`src/rtl/ste_pkg.sv`:
```
// ----------------------------------------------------------------------------
// ste_pkg: shared types, constants and helpers
// Frame layout constants, the record passed from the front converter to the
// back serializer, and the character helpers both halves use.
// ----------------------------------------------------------------------------
package ste_pkg;

  // Frame and sequence constants
  localparam int unsigned SEQ_MODULUS = 1000;
  localparam int unsigned SEQ_W       = 10;
  localparam int unsigned FRAME_LEN   = 44;
  localparam int unsigned IDX_W       = 6;
  localparam int unsigned CSUM_MOD    = 1000;
  localparam int unsigned SUM_W       = 12;
  localparam int unsigned GROUPS      = 9;    // checksum bytes 3..38, four at a time
  localparam int unsigned ANA_W       = 12;
  localparam int unsigned IN_W        = 96;
  localparam int unsigned IN_USED     = 93;
  localparam int unsigned BYTE_W      = 8;

  // Queue between front and back
  localparam int unsigned Q_DEPTH = 2;
  localparam int unsigned Q_AW    = 1;
  localparam int unsigned Q_CW    = 2;

  // ASCII characters
  localparam logic [7:0] CH_HASH = 8'h23;
  localparam logic [7:0] CH_ZERO = 8'h30;
  localparam logic [7:0] CH_HEXA = 8'h37;  // 'A' - 10
  localparam logic [7:0] CH_CR   = 8'h0D;
  localparam logic [7:0] CH_LF   = 8'h0A;

  // Fully converted frame contents
  typedef struct packed {
    logic [11:0] seq_bcd;   // three BCD digits, most significant first
    logic [47:0] hex;       // x, y, z with x in the top bits
    logic [47:0] dec;       // a, b, c as four BCD digits each, a on top
    logic [7:0]  bits;
    logic        btn;
    logic [11:0] csum_bcd;  // three BCD digits
  } frame_rec_t;

  // Queue status seen by both sides
  typedef struct packed {
    logic full;
    logic empty;
  } q_stat_t;

  typedef enum logic [2:0] {
    F_IDLE,
    F_CONV,
    F_SUM,
    F_MOD,
    F_CCONV,
    F_PUSH
  } front_state_e;

  // One double-dabble step: add 3 to digits above 4, then shift in a bit
  function automatic logic [15:0] bcd_step(logic [15:0] bcd, logic b);
    logic [15:0] adj;
    for (int i = 0; i < 4; i++) begin
      adj[4*i +: 4] = (bcd[4*i +: 4] >= 4'd5) ? bcd[4*i +: 4] + 4'd3 : bcd[4*i +: 4];
    end
    return {adj[14:0], b};
  endfunction

  // Uppercase hex character of a nibble
  function automatic logic [7:0] hex_char(logic [3:0] nib);
    return (nib < 4'd10) ? CH_ZERO + {4'b0, nib} : CH_HEXA + {4'b0, nib};
  endfunction

  // Frame byte at a position
  function automatic logic [7:0] byte_at(frame_rec_t r, logic [IDX_W-1:0] idx);
    logic [IDX_W-1:0] n;
    logic [3:0]       nib;
    logic [7:0]       ch;
    n   = '0;
    nib = '0;
    ch  = CH_LF;
    if (idx < 6'd3) begin
      ch = CH_HASH;
    end else if (idx < 6'd6) begin
      n   = idx - 6'd3;
      nib = r.seq_bcd[6'd11 - {n[3:0], 2'b00} -: 4];
      ch  = CH_ZERO + {4'b0, nib};
    end else if (idx < 6'd18) begin
      n   = idx - 6'd6;
      nib = r.hex[6'd47 - {n[3:0], 2'b00} -: 4];
      ch  = hex_char(nib);
    end else if (idx < 6'd30) begin
      n   = idx - 6'd18;
      nib = r.dec[6'd47 - {n[3:0], 2'b00} -: 4];
      ch  = CH_ZERO + {4'b0, nib};
    end else if (idx < 6'd38) begin
      n  = idx - 6'd30;
      ch = CH_ZERO + {7'b0, r.bits[3'd7 - n[2:0]]};
    end else if (idx == 6'd38) begin
      ch = CH_ZERO + {7'b0, r.btn};
    end else if (idx < 6'd42) begin
      n   = idx - 6'd39;
      nib = r.csum_bcd[6'd11 - {n[3:0], 2'b00} -: 4];
      ch  = CH_ZERO + {4'b0, nib};
    end else if (idx == 6'd42) begin
      ch = CH_CR;
    end
    return ch;
  endfunction

endpackage

```
`src/rtl/ste_front.sv`:
```
// ----------------------------------------------------------------------------
// ste_front: sample intake and conversion
// Buffers one sample set, converts the readings and the checksum to decimal
// with a shared sequencer, and pushes the finished record into the queue.
// ----------------------------------------------------------------------------
module ste_front (
  input  logic                          clk_i,
  input  logic                          rst_ni,
  input  logic                          s_tvalid_i,
  output logic                          s_tready_o,
  input  logic [ste_pkg::IN_USED-1:0]   s_tdata_i,
  output logic                          push_o,
  output ste_pkg::frame_rec_t           rec_o,
  input  ste_pkg::q_stat_t              q_stat_i
);

  ste_pkg::front_state_e state_q, state_d;

  logic                          hold_valid_q, hold_valid_d;
  logic [ste_pkg::IN_USED-1:0]   hold_q;
  logic                          s_accept;
  logic                          take;

  logic [3:0]                    cnt_q, cnt_d;
  logic [47:0]                   hex_q;
  logic [7:0]                    bits_q;
  logic                          btn_q;
  logic [ste_pkg::ANA_W-1:0]     sh_a_q, sh_b_q, sh_c_q;
  logic [15:0]                   bcd_a_q, bcd_b_q, bcd_c_q;
  logic [ste_pkg::SUM_W-1:0]     sum_q;
  logic [ste_pkg::SEQ_W-1:0]     csh_q;
  logic [15:0]                   cbcd_q;
  logic [ste_pkg::SEQ_W-1:0]     seq_bin_q;
  logic [11:0]                   seq_bcd_q;

  logic [ste_pkg::IDX_W-1:0]     grp_base;
  logic [ste_pkg::SUM_W-1:0]     grp_sum;
  logic                          sum_big;

  // Input holding register
  assign s_tready_o = !hold_valid_q;
  assign s_accept   = s_tvalid_i && !hold_valid_q;

  always_comb begin
    hold_valid_d = hold_valid_q;
    if (take) begin
      hold_valid_d = 1'b0;
    end else if (s_accept) begin
      hold_valid_d = 1'b1;
    end
  end

  // Record as currently assembled
  always_comb begin
    rec_o.seq_bcd  = seq_bcd_q;
    rec_o.hex      = hex_q;
    rec_o.dec      = {bcd_a_q, bcd_b_q, bcd_c_q};
    rec_o.bits     = bits_q;
    rec_o.btn      = btn_q;
    rec_o.csum_bcd = cbcd_q[11:0];
  end

  // Checksum: four frame bytes per group
  assign grp_base = ste_pkg::IDX_W'(3) + {cnt_q, 2'b00};
  always_comb begin
    grp_sum = '0;
    for (int k = 0; k < 4; k++) begin
      grp_sum = grp_sum + ste_pkg::SUM_W'(ste_pkg::byte_at(rec_o,
                  grp_base + ste_pkg::IDX_W'(k)));
    end
  end
  assign sum_big = (sum_q >= ste_pkg::SUM_W'(ste_pkg::CSUM_MOD));

  // Next state
  always_comb begin
    state_d = state_q;
    case (state_q)
      ste_pkg::F_IDLE:  if (hold_valid_q) state_d = ste_pkg::F_CONV;
      ste_pkg::F_CONV:  if (cnt_q == 4'(ste_pkg::ANA_W - 1)) state_d = ste_pkg::F_SUM;
      ste_pkg::F_SUM:   if (cnt_q == 4'(ste_pkg::GROUPS - 1)) state_d = ste_pkg::F_MOD;
      ste_pkg::F_MOD:   if (!sum_big) state_d = ste_pkg::F_CCONV;
      ste_pkg::F_CCONV: if (cnt_q == 4'(ste_pkg::SEQ_W - 1)) state_d = ste_pkg::F_PUSH;
      ste_pkg::F_PUSH:  if (!q_stat_i.full) state_d = ste_pkg::F_IDLE;
      default:          state_d = ste_pkg::F_IDLE;
    endcase
  end

  // State outputs
  always_comb begin
    take   = 1'b0;
    push_o = 1'b0;
    case (state_q)
      ste_pkg::F_IDLE: take   = hold_valid_q;
      ste_pkg::F_PUSH: push_o = !q_stat_i.full;
      default: ;
    endcase
  end

  // Step counter
  always_comb begin
    cnt_d = cnt_q;
    case (state_q)
      ste_pkg::F_IDLE:  cnt_d = '0;
      ste_pkg::F_CONV:  cnt_d = (cnt_q == 4'(ste_pkg::ANA_W - 1)) ? '0 : cnt_q + 4'd1;
      ste_pkg::F_SUM:   cnt_d = (cnt_q == 4'(ste_pkg::GROUPS - 1)) ? '0 : cnt_q + 4'd1;
      ste_pkg::F_MOD:   cnt_d = '0;
      ste_pkg::F_CCONV: cnt_d = cnt_q + 4'd1;
      default:          cnt_d = '0;
    endcase
  end

  // Control registers
  always_ff @(posedge clk_i or negedge rst_ni) begin
    if (!rst_ni) begin
      state_q      <= ste_pkg::F_IDLE;
      hold_valid_q <= 1'b0;
      cnt_q        <= '0;
      seq_bin_q    <= '0;
      seq_bcd_q    <= '0;
    end else begin
      state_q      <= state_d;
      hold_valid_q <= hold_valid_d;
      cnt_q        <= cnt_d;
      // sequence number advances once per queued frame
      if (push_o) begin
        if (seq_bin_q == ste_pkg::SEQ_W'(ste_pkg::SEQ_MODULUS - 1)) begin
          seq_bin_q <= '0;
          seq_bcd_q <= '0;
        end else begin
          seq_bin_q <= seq_bin_q + 1'b1;
          if (seq_bcd_q[3:0] != 4'd9) begin
            seq_bcd_q[3:0] <= seq_bcd_q[3:0] + 4'd1;
          end else begin
            seq_bcd_q[3:0] <= 4'd0;
            if (seq_bcd_q[7:4] != 4'd9) begin
              seq_bcd_q[7:4] <= seq_bcd_q[7:4] + 4'd1;
            end else begin
              seq_bcd_q[7:4]  <= 4'd0;
              seq_bcd_q[11:8] <= seq_bcd_q[11:8] + 4'd1;
            end
          end
        end
      end
    end
  end

  // Datapath registers
  always_ff @(posedge clk_i) begin
    if (s_accept) begin
      hold_q <= s_tdata_i;
    end
    case (state_q)
      ste_pkg::F_IDLE: begin
        if (take) begin
          hex_q   <= {hold_q[15:0], hold_q[31:16], hold_q[47:32]};
          sh_a_q  <= hold_q[59:48];
          sh_b_q  <= hold_q[71:60];
          sh_c_q  <= hold_q[83:72];
          bits_q  <= hold_q[91:84];
          btn_q   <= hold_q[92];
          bcd_a_q <= '0;
          bcd_b_q <= '0;
          bcd_c_q <= '0;
          sum_q   <= '0;
        end
      end
      ste_pkg::F_CONV: begin
        bcd_a_q <= ste_pkg::bcd_step(bcd_a_q, sh_a_q[ste_pkg::ANA_W-1]);
        bcd_b_q <= ste_pkg::bcd_step(bcd_b_q, sh_b_q[ste_pkg::ANA_W-1]);
        bcd_c_q <= ste_pkg::bcd_step(bcd_c_q, sh_c_q[ste_pkg::ANA_W-1]);
        sh_a_q  <= {sh_a_q[ste_pkg::ANA_W-2:0], 1'b0};
        sh_b_q  <= {sh_b_q[ste_pkg::ANA_W-2:0], 1'b0};
        sh_c_q  <= {sh_c_q[ste_pkg::ANA_W-2:0], 1'b0};
      end
      ste_pkg::F_SUM: begin
        sum_q <= sum_q + grp_sum;
      end
      ste_pkg::F_MOD: begin
        if (sum_big) begin
          sum_q <= sum_q - ste_pkg::SUM_W'(ste_pkg::CSUM_MOD);
        end else begin
          csh_q  <= sum_q[ste_pkg::SEQ_W-1:0];
          cbcd_q <= '0;
        end
      end
      ste_pkg::F_CCONV: begin
        cbcd_q <= ste_pkg::bcd_step(cbcd_q, csh_q[ste_pkg::SEQ_W-1]);
        csh_q  <= {csh_q[ste_pkg::SEQ_W-2:0], 1'b0};
      end
      default: ;
    endcase
  end

`ifndef ASSERT_OFF
  // a set is only taken out of the holding register when one is there
  a_take_valid: assert property (@(posedge clk_i) disable iff (!rst_ni)
    take |-> hold_valid_q)
    else $error("front took an empty holding register");

  // a record is never offered to a full queue
  a_push_room: assert property (@(posedge clk_i) disable iff (!rst_ni)
    push_o |-> !q_stat_i.full)
    else $error("front pushed into a full queue");

  // sequence number stays below its modulus
  a_seq_range: assert property (@(posedge clk_i) disable iff (!rst_ni)
    seq_bin_q < ste_pkg::SEQ_W'(ste_pkg::SEQ_MODULUS))
    else $error("sequence number out of range");
`endif

endmodule

```
`src/rtl/ste_queue.sv`:
```
// ----------------------------------------------------------------------------
// ste_queue: record queue
// Small first-in first-out queue of converted frame records between the
// converter and the serializer.
// ----------------------------------------------------------------------------
module ste_queue (
  input  logic                 clk_i,
  input  logic                 rst_ni,
  input  logic                 push_i,
  input  ste_pkg::frame_rec_t  rec_i,
  input  logic                 pop_i,
  output ste_pkg::frame_rec_t  rec_o,
  output ste_pkg::q_stat_t     stat_o
);

  ste_pkg::frame_rec_t          mem_q [ste_pkg::Q_DEPTH];
  logic [ste_pkg::Q_AW-1:0]     wr_ptr_q, rd_ptr_q;
  logic [ste_pkg::Q_CW-1:0]     count_q;

  assign stat_o.full  = (count_q == ste_pkg::Q_CW'(ste_pkg::Q_DEPTH));
  assign stat_o.empty = (count_q == '0);
  assign rec_o        = mem_q[rd_ptr_q];

  // Pointers and fill level
  always_ff @(posedge clk_i or negedge rst_ni) begin
    if (!rst_ni) begin
      wr_ptr_q <= '0;
      rd_ptr_q <= '0;
      count_q  <= '0;
    end else begin
      if (push_i) wr_ptr_q <= wr_ptr_q + 1'b1;
      if (pop_i)  rd_ptr_q <= rd_ptr_q + 1'b1;
      if (push_i && !pop_i) begin
        count_q <= count_q + 1'b1;
      end else if (pop_i && !push_i) begin
        count_q <= count_q - 1'b1;
      end
    end
  end

  // Storage
  always_ff @(posedge clk_i) begin
    if (push_i) begin
      mem_q[wr_ptr_q] <= rec_i;
    end
  end

`ifndef ASSERT_OFF
  a_no_overflow: assert property (@(posedge clk_i) disable iff (!rst_ni)
    push_i |-> (!stat_o.full || pop_i))
    else $error("queue overflow");

  a_no_underflow: assert property (@(posedge clk_i) disable iff (!rst_ni)
    pop_i |-> !stat_o.empty)
    else $error("queue underflow");

  a_count_range: assert property (@(posedge clk_i) disable iff (!rst_ni)
    count_q <= ste_pkg::Q_CW'(ste_pkg::Q_DEPTH))
    else $error("queue count out of range");
`endif

endmodule

```
`src/rtl/ste_back.sv`:
```
// ----------------------------------------------------------------------------
// ste_back: frame serializer
// Takes one converted record from the queue and sends its 44 ASCII bytes,
// one per cycle while the sink is ready, through a registered output stage.
// ----------------------------------------------------------------------------
module ste_back (
  input  logic                        clk_i,
  input  logic                        rst_ni,
  input  ste_pkg::q_stat_t            q_stat_i,
  input  ste_pkg::frame_rec_t         rec_i,
  output logic                        pop_o,
  output logic                        m_tvalid_o,
  input  logic                        m_tready_i,
  output logic [ste_pkg::BYTE_W-1:0]  m_tdata_o,
  output logic                        m_tlast_o
);

  ste_pkg::frame_rec_t           cur_q;
  logic                          active_q;
  logic [ste_pkg::IDX_W-1:0]     idx_q;
  logic                          valid_q;
  logic [ste_pkg::BYTE_W-1:0]    data_q;
  logic                          last_q;
  logic                          load;
  logic                          last_byte;

  // Output stage advances when empty or drained
  assign load      = !valid_q || m_tready_i;
  assign last_byte = active_q && (idx_q == ste_pkg::IDX_W'(ste_pkg::FRAME_LEN - 1));
  assign pop_o     = !q_stat_i.empty && (!active_q || (load && last_byte));

  assign m_tvalid_o = valid_q;
  assign m_tdata_o  = data_q;
  assign m_tlast_o  = last_q;

  // Control
  always_ff @(posedge clk_i or negedge rst_ni) begin
    if (!rst_ni) begin
      active_q <= 1'b0;
      idx_q    <= '0;
      valid_q  <= 1'b0;
      last_q   <= 1'b0;
    end else begin
      if (load) begin
        valid_q <= active_q;
        last_q  <= last_byte;
      end
      if (pop_o) begin
        active_q <= 1'b1;
        idx_q    <= '0;
      end else if (load && active_q) begin
        idx_q <= idx_q + 1'b1;
        if (last_byte) active_q <= 1'b0;
      end
    end
  end

  // Payload
  always_ff @(posedge clk_i) begin
    if (pop_o) begin
      cur_q <= rec_i;
    end
    if (load && active_q) begin
      data_q <= ste_pkg::byte_at(cur_q, idx_q);
    end
  end

`ifndef ASSERT_OFF
  // the flagged byte always closes the frame with a line feed
  a_last_is_lf: assert property (@(posedge clk_i) disable iff (!rst_ni)
    (m_tvalid_o && m_tlast_o) |-> (m_tdata_o == ste_pkg::CH_LF))
    else $error("frame end flag on a byte other than line feed");

  a_idx_range: assert property (@(posedge clk_i) disable iff (!rst_ni)
    active_q |-> (idx_q <= ste_pkg::IDX_W'(ste_pkg::FRAME_LEN - 1)))
    else $error("byte index past frame end");

  // a new record is only fetched once the previous frame is done
  a_pop_when_done: assert property (@(posedge clk_i) disable iff (!rst_ni)
    pop_o |-> (!active_q || last_byte))
    else $error("serializer fetched mid-frame");
`endif

endmodule

```
`src/rtl/sensor_telemetry_frame_encoder.sv`:
```
// ----------------------------------------------------------------------------
// sensor_telemetry_frame_encoder: ASCII telemetry frame generator
// Turns one sensor sample set into a 44-byte CR LF terminated ASCII frame.
// ----------------------------------------------------------------------------
// Each accepted sample set produces one 44-byte frame on the output stream,
// one byte per request, tlast on the closing line feed. The serializer sends
// a byte every cycle while the sink is ready, so the sustained rate of sample
// sets is bounded by the byte-wide output. The front converter runs 12
// double-dabble steps for the readings, 9 checksum groups, up to 3 modulo
// steps and 10 steps for the checksum digits, and works on the next set
// while the current frame is still streaming; a two-entry record queue and
// an input holding register let the input accept a new set while earlier
// ones are in flight. The sequence number starts at 0 after reset and wraps
// from 999 to 0.
module sensor_telemetry_frame_encoder (
  input  logic                        clk_i,
  input  logic                        rst_ni,
  // tdata: accel_x[15:0], accel_y[31:16], accel_z[47:32], analog_a[59:48],
  //        analog_b[71:60], analog_c[83:72], digital_bits[91:84],
  //        button_level[92], zero pad[95:93]
  input  logic                        s_axis_tvalid_i,
  output logic                        s_axis_tready_o,
  input  logic [ste_pkg::IN_W-1:0]    s_axis_tdata_i,
  // tdata: frame_byte[7:0]; tlast: frame_end
  output logic                        m_axis_tvalid_o,
  input  logic                        m_axis_tready_i,
  output logic [ste_pkg::BYTE_W-1:0]  m_axis_tdata_o,
  output logic                        m_axis_tlast_o
);

  logic                 push;
  logic                 pop;
  ste_pkg::frame_rec_t  rec_in;
  ste_pkg::frame_rec_t  rec_out;
  ste_pkg::q_stat_t     q_stat;

  ste_front u_front (
    .clk_i      (clk_i),
    .rst_ni     (rst_ni),
    .s_tvalid_i (s_axis_tvalid_i),
    .s_tready_o (s_axis_tready_o),
    .s_tdata_i  (s_axis_tdata_i[ste_pkg::IN_USED-1:0]),
    .push_o     (push),
    .rec_o      (rec_in),
    .q_stat_i   (q_stat)
  );

  ste_queue u_queue (
    .clk_i  (clk_i),
    .rst_ni (rst_ni),
    .push_i (push),
    .rec_i  (rec_in),
    .pop_i  (pop),
    .rec_o  (rec_out),
    .stat_o (q_stat)
  );

  ste_back u_back (
    .clk_i      (clk_i),
    .rst_ni     (rst_ni),
    .q_stat_i   (q_stat),
    .rec_i      (rec_out),
    .pop_o      (pop),
    .m_tvalid_o (m_axis_tvalid_o),
    .m_tready_i (m_axis_tready_i),
    .m_tdata_o  (m_axis_tdata_o),
    .m_tlast_o  (m_axis_tlast_o)
  );

endmodule
```
`config.mk`:
```
export PLATFORM = sky130hd
export DESIGN_NAME = sensor_telemetry_frame_encoder
export DESIGN_NICKNAME = d
export VERILOG_FILES = /design/src/rtl/ste_pkg.sv /design/src/rtl/ste_front.sv /design/src/rtl/ste_queue.sv /design/src/rtl/ste_back.sv /design/src/rtl/sensor_telemetry_frame_encoder.sv
export SDC_FILE = /design/constraint.sdc
export NUM_CORES = 1
export LEC_CHECK = 0
export BUFFER_PORTS_ARGS = -buffer_cell sky130_fd_sc_hd__buf_4
export CORE_AREA = 2 2 279 281
export CTS_CLUSTER_DIAMETER = 80
export DETAILED_ROUTE_END_ITERATION = 10
export DIE_AREA = 0 0 281 283
export GPL_ROUTABILITY_DRIVEN = 0
export GPL_TIMING_DRIVEN = 0
export PLACE_DENSITY_LB_ADDON = 0.08
export SYNTH_ARGS = -nofsm -noshare
export SYNTH_HDL_FRONTEND = slang
export SYNTH_SLANG_ARGS = --single-unit
```
`constraint.sdc`:
```
create_clock -name clk_i -period 9.8 [get_ports clk_i]
set_clock_uncertainty 0.15 [all_clocks]
set_input_delay 2.45 -clock clk_i [delete_from_list [all_inputs] [get_ports clk_i]]
set_output_delay 2.45 -clock clk_i [all_outputs]
set_load 0.02 [all_outputs]
```
==> flow_metrics.tcl <==
set metrics [dict create \
    status "complete, no violations" \
    post-route-period-util_pct 91.8 \
    nets 2472 \
    fillCellCount 6774 \
    synth-xor-area-share_pct 2.24 \
    rsz0062_at_grt "false" \
    cp-end-kind "flip-flop" \
    die_x_um 281 \
    fp.dieArea_um2 79500 \
    cts-buffers-inserted 80 \
    postRouteAntennaNets 0 \
    synthAdderAreaFrac_pct 4.03 \
    start_util_pct 39.7 \
    synth_top_family_by_area "multiplexers" \
    relSlewSlack_pct 16.7 \
    synth_edf_count 662 \
    seq_area_frac_synth_pct 68.8 \
    maxCapViolCount 0 \
    clockBufferDepth 3 \
    cp_slowest_cell "clkbuf_1" \
    cp_top_family "buffers and inverters" \
    cp_max_fo 11 \
    cp_common_cell "inv_1" \
    grt_max_degree 83 \
    cts_resized 0 \
    chipHeight_um 283 \
    cts_tree "yes" \
    grt_overflow 0 \
    required_ps 10000 \
    hold_buffers 0 \
    cts_sinks 705 \
    synth.cell_area_um2 30500 \
    syn-mean-instance-area_um2 14.7 \
    ys_warn_count 0 \
    worstHoldPathType "flip-flop to flip-flop" \
    syn-instance-count 2075 \
    final_cell_mix "edfxtp_1 (662), nand2_1 (216), mux2_2 (149)" \
    worst_pin_slew_ps 1240 \
    synth-simple-area-share_pct 7.69 \
    row_count 102 \
    fin_tns_setup_ps 0 \
    drtIter0Drc 1315 \
    slew_violations 0 \
    grt_pass1_vias 17700 \
    max_stage_delay_ps 590 \
    fp.coreArea_um2 76700 \
    vias 17300 \
    clockRootBuffer "clkbuf_16" \
    first_pass_iters 6 \
    max_freq_ghz 0.111 \
    muxShareOfSynthArea_pct 8.97 \
    ys_seq_elements 705 \
    h-tree-depth 3 \
    min_period_ps 9000 \
    viasPerCell 5.12 \
    setup_violations 0 \
    start_kind "flip-flop" \
    drc 0 \
    synth-compound-area-share_pct 6.03 \
    ys.flop_type "edfxtp_1" \
    layout.cells.most_common "edfxtp_1" \
    ioPinCount 111 \
    ys_types 77 \
    hold_viol_final 0 \
    grt_pass1_wl_um 110000 \
    drive_gt1_share_pct 19.1 \
    antenna_found_initial 1 \
    grt_use_total_pct 18.7 \
    cp.arrival_ps 9200 \
    drt_wl_total_um 73500 \
    port_buffers 106 \
    critical_path_class "flip-flop to flip-flop" \
    cts_setup_buffers 0 \
    syn_to_final_growth_pct 16.7 \
    cts.clk_slew.worst_paths_ps 60 \
    wl_per_cell_um 21.7 \
    cp_num_buf_inv 11 \
    dp_hpwl_um 52100 \
    clkLatencyLatePin_ps 620 \
    syn_nets 2264 \
    async_reset_ff_share_pct 6.10 \
]
[registers in the layout, summed over array words and instances, names as in the netlist, 2 cells and up]
signal and cells:
u_front.seq_bcd_q 12, u_front.bcd_a_q 16, u_front.cbcd_q 12, u_front.csh_q 10, u_front.state_q 3, u_front.hex_q 48
u_back.idx_q 6, u_front.bcd_b_q 16, u_front.sh_c_q 12, u_front.cnt_q 4, u_queue.mem_q 258, u_front.bcd_c_q 16
u_front.hold_q 93, u_front.sh_b_q 12, u_back.cur_q 129, u_front.bits_q 8, u_front.sum_q 12, u_back.m_tdata_o 7
u_queue.count_q 2, u_front.sh_a_q 12, u_front.seq_bin_q 10
[worst register-to-register path: cells and delay by family, from the launching register on]
| kind | cells | cell delay [ps] |
|---|---|---|
| buf+inv | 11 | 2810 |
| fa+ha+maj | 6 | 2140 |
| compound gates | 10 | 2020 |
| flops | 1 | 530 |
| simple gates | 4 | 460 |
| mux | 1 | 320 |
| xor+xnor | 2 | 280 |
[through the flow]
| step | instances | area, um^2 | setup WS [ps] | util [%] | hold WS [ps] |
|---|---|---|---|---|---|
| after CTS | 3384 | 35500 | 791 | 46.3 | 268 |
| after global routing | 3384 | 35500 | 165 | 46.3 | 273 |
| after global placement | 3221 | 32600 | -2210 | 42.4 | 255 |
| after floorplan | 2075 | 30500 | 2590 | - | 250 |
| after detailed placement | 3241 | 33000 | 837 | 43.0 | 255 |
| final | 3386 | 35500 | 799 | 46.3 | 267 |
[cell type report]
class                      instances  area, um^2  area share [%]
antenna                            2        5.00          0.0141
buffer                            78         365            1.03
clock buffer                     105        2170            6.10
clock inverter                    38         404            1.14
inverter                          83         317           0.891
multi-input combinational       1209        8860            24.9
sequential                       705       21000            59.0
tap                             1040        1300            3.66
timing repair buffer             126        1170            3.30
[cells by family after synthesis]
kind of cell               Yosys count
AOI/OAI and AO/OA                  299
xor gates and xnor gates            75
adders and majority gates           89
buffers and inverters              161
DFF                                705
muxes                              220
other                                1
and+or+nand+nor                    525
[metal layers]
| metal | GRT usage, % | part of all wire, % | up-vias |
|---|---|---|---|
| met5 | 0 | 0 | - |
| met4 | 6.26 | 3.0 | 0 |
| met3 | 3.50 | 4.6 | 118 |
| met2 | 31.1 | 49 | 402 |
| met1 | 24.7 | 43 | 8684 |
| li1 | - | - | 8130 |
[path summary, 6_finish.rpt]
kind | start | slack, ps | end | cells past startpoint
min in group asynchronous | rst_ni | 1710 | u_front.seq_bin_q[2]$_DFFE_PN0P_ | 1
worst max register to register | u_front.cnt_q[0]$_DFF_PN0_ | 800 | u_front.sum_q[11]$_DFFE_PP_ | 34
worst max-delay path | u_front.cnt_q[0]$_DFF_PN0_ | 800 | u_front.sum_q[11]$_DFFE_PP_ | 34
max in group asynchronous | rst_ni | 7360 | u_front.cnt_q[1]$_DFF_PN0_ | 1
worst min-delay path | u_front.hold_q[14]$_DFFE_PP_ | 270 | u_front.hex_q[46]$_DFFE_PP_ | 0
worst min register to register | u_front.hold_q[14]$_DFFE_PP_ | 270 | u_front.hex_q[46]$_DFFE_PP_ | 0
[cells in the mapped netlist, types with 4 or more instances]
cell type / instances / area, um^2
xor2_1: 30 / 263
mux2_1: 4 / 45.0
mux4_2: 27 / 608
o31ai_1: 7 / 52.6
fa_1: 15 / 300
a211oi_1: 14 / 105
clkbuf_1: 51 / 191
nor3_1: 33 / 165
a22o_1: 7 / 61.3
o21ai_1: 21 / 105
a211o_1: 4 / 35.0
a311oi_1: 4 / 35.0
buf_1: 7 / 26.3
edfxtp_1: 662 / 19900
dfrtp_1: 43 / 1080
buf_2: 14 / 70.1
xnor2_1: 43 / 377
mux2i_1: 40 / 400
mux2_2: 149 / 1680
inv_1: 79 / 297
nor2b_1: 15 / 93.8
and2_1: 17 / 106
a31oi_1: 11 / 68.8
nand4_1: 9 / 56.3
o22ai_1: 8 / 50.1
nor2_1: 140 / 526
or3_1: 5 / 31.3
ha_1: 74 / 926
nand2_1: 216 / 811
a21oi_1: 117 / 586
o21bai_1: 7 / 52.6
o21ai_0: 44 / 220
nor4_1: 4 / 25.0
nand3b_1: 6 / 45.0
nand3_1: 32 / 160
o21a_1: 5 / 37.5
a21o_1: 7 / 52.6
inv_2: 4 / 15.0
a22oi_1: 14 / 105
nand2b_1: 31 / 194
Power is not shown: default switching activity piles up to over one toggle a cycle in this logic, so the estimate is an artifact.
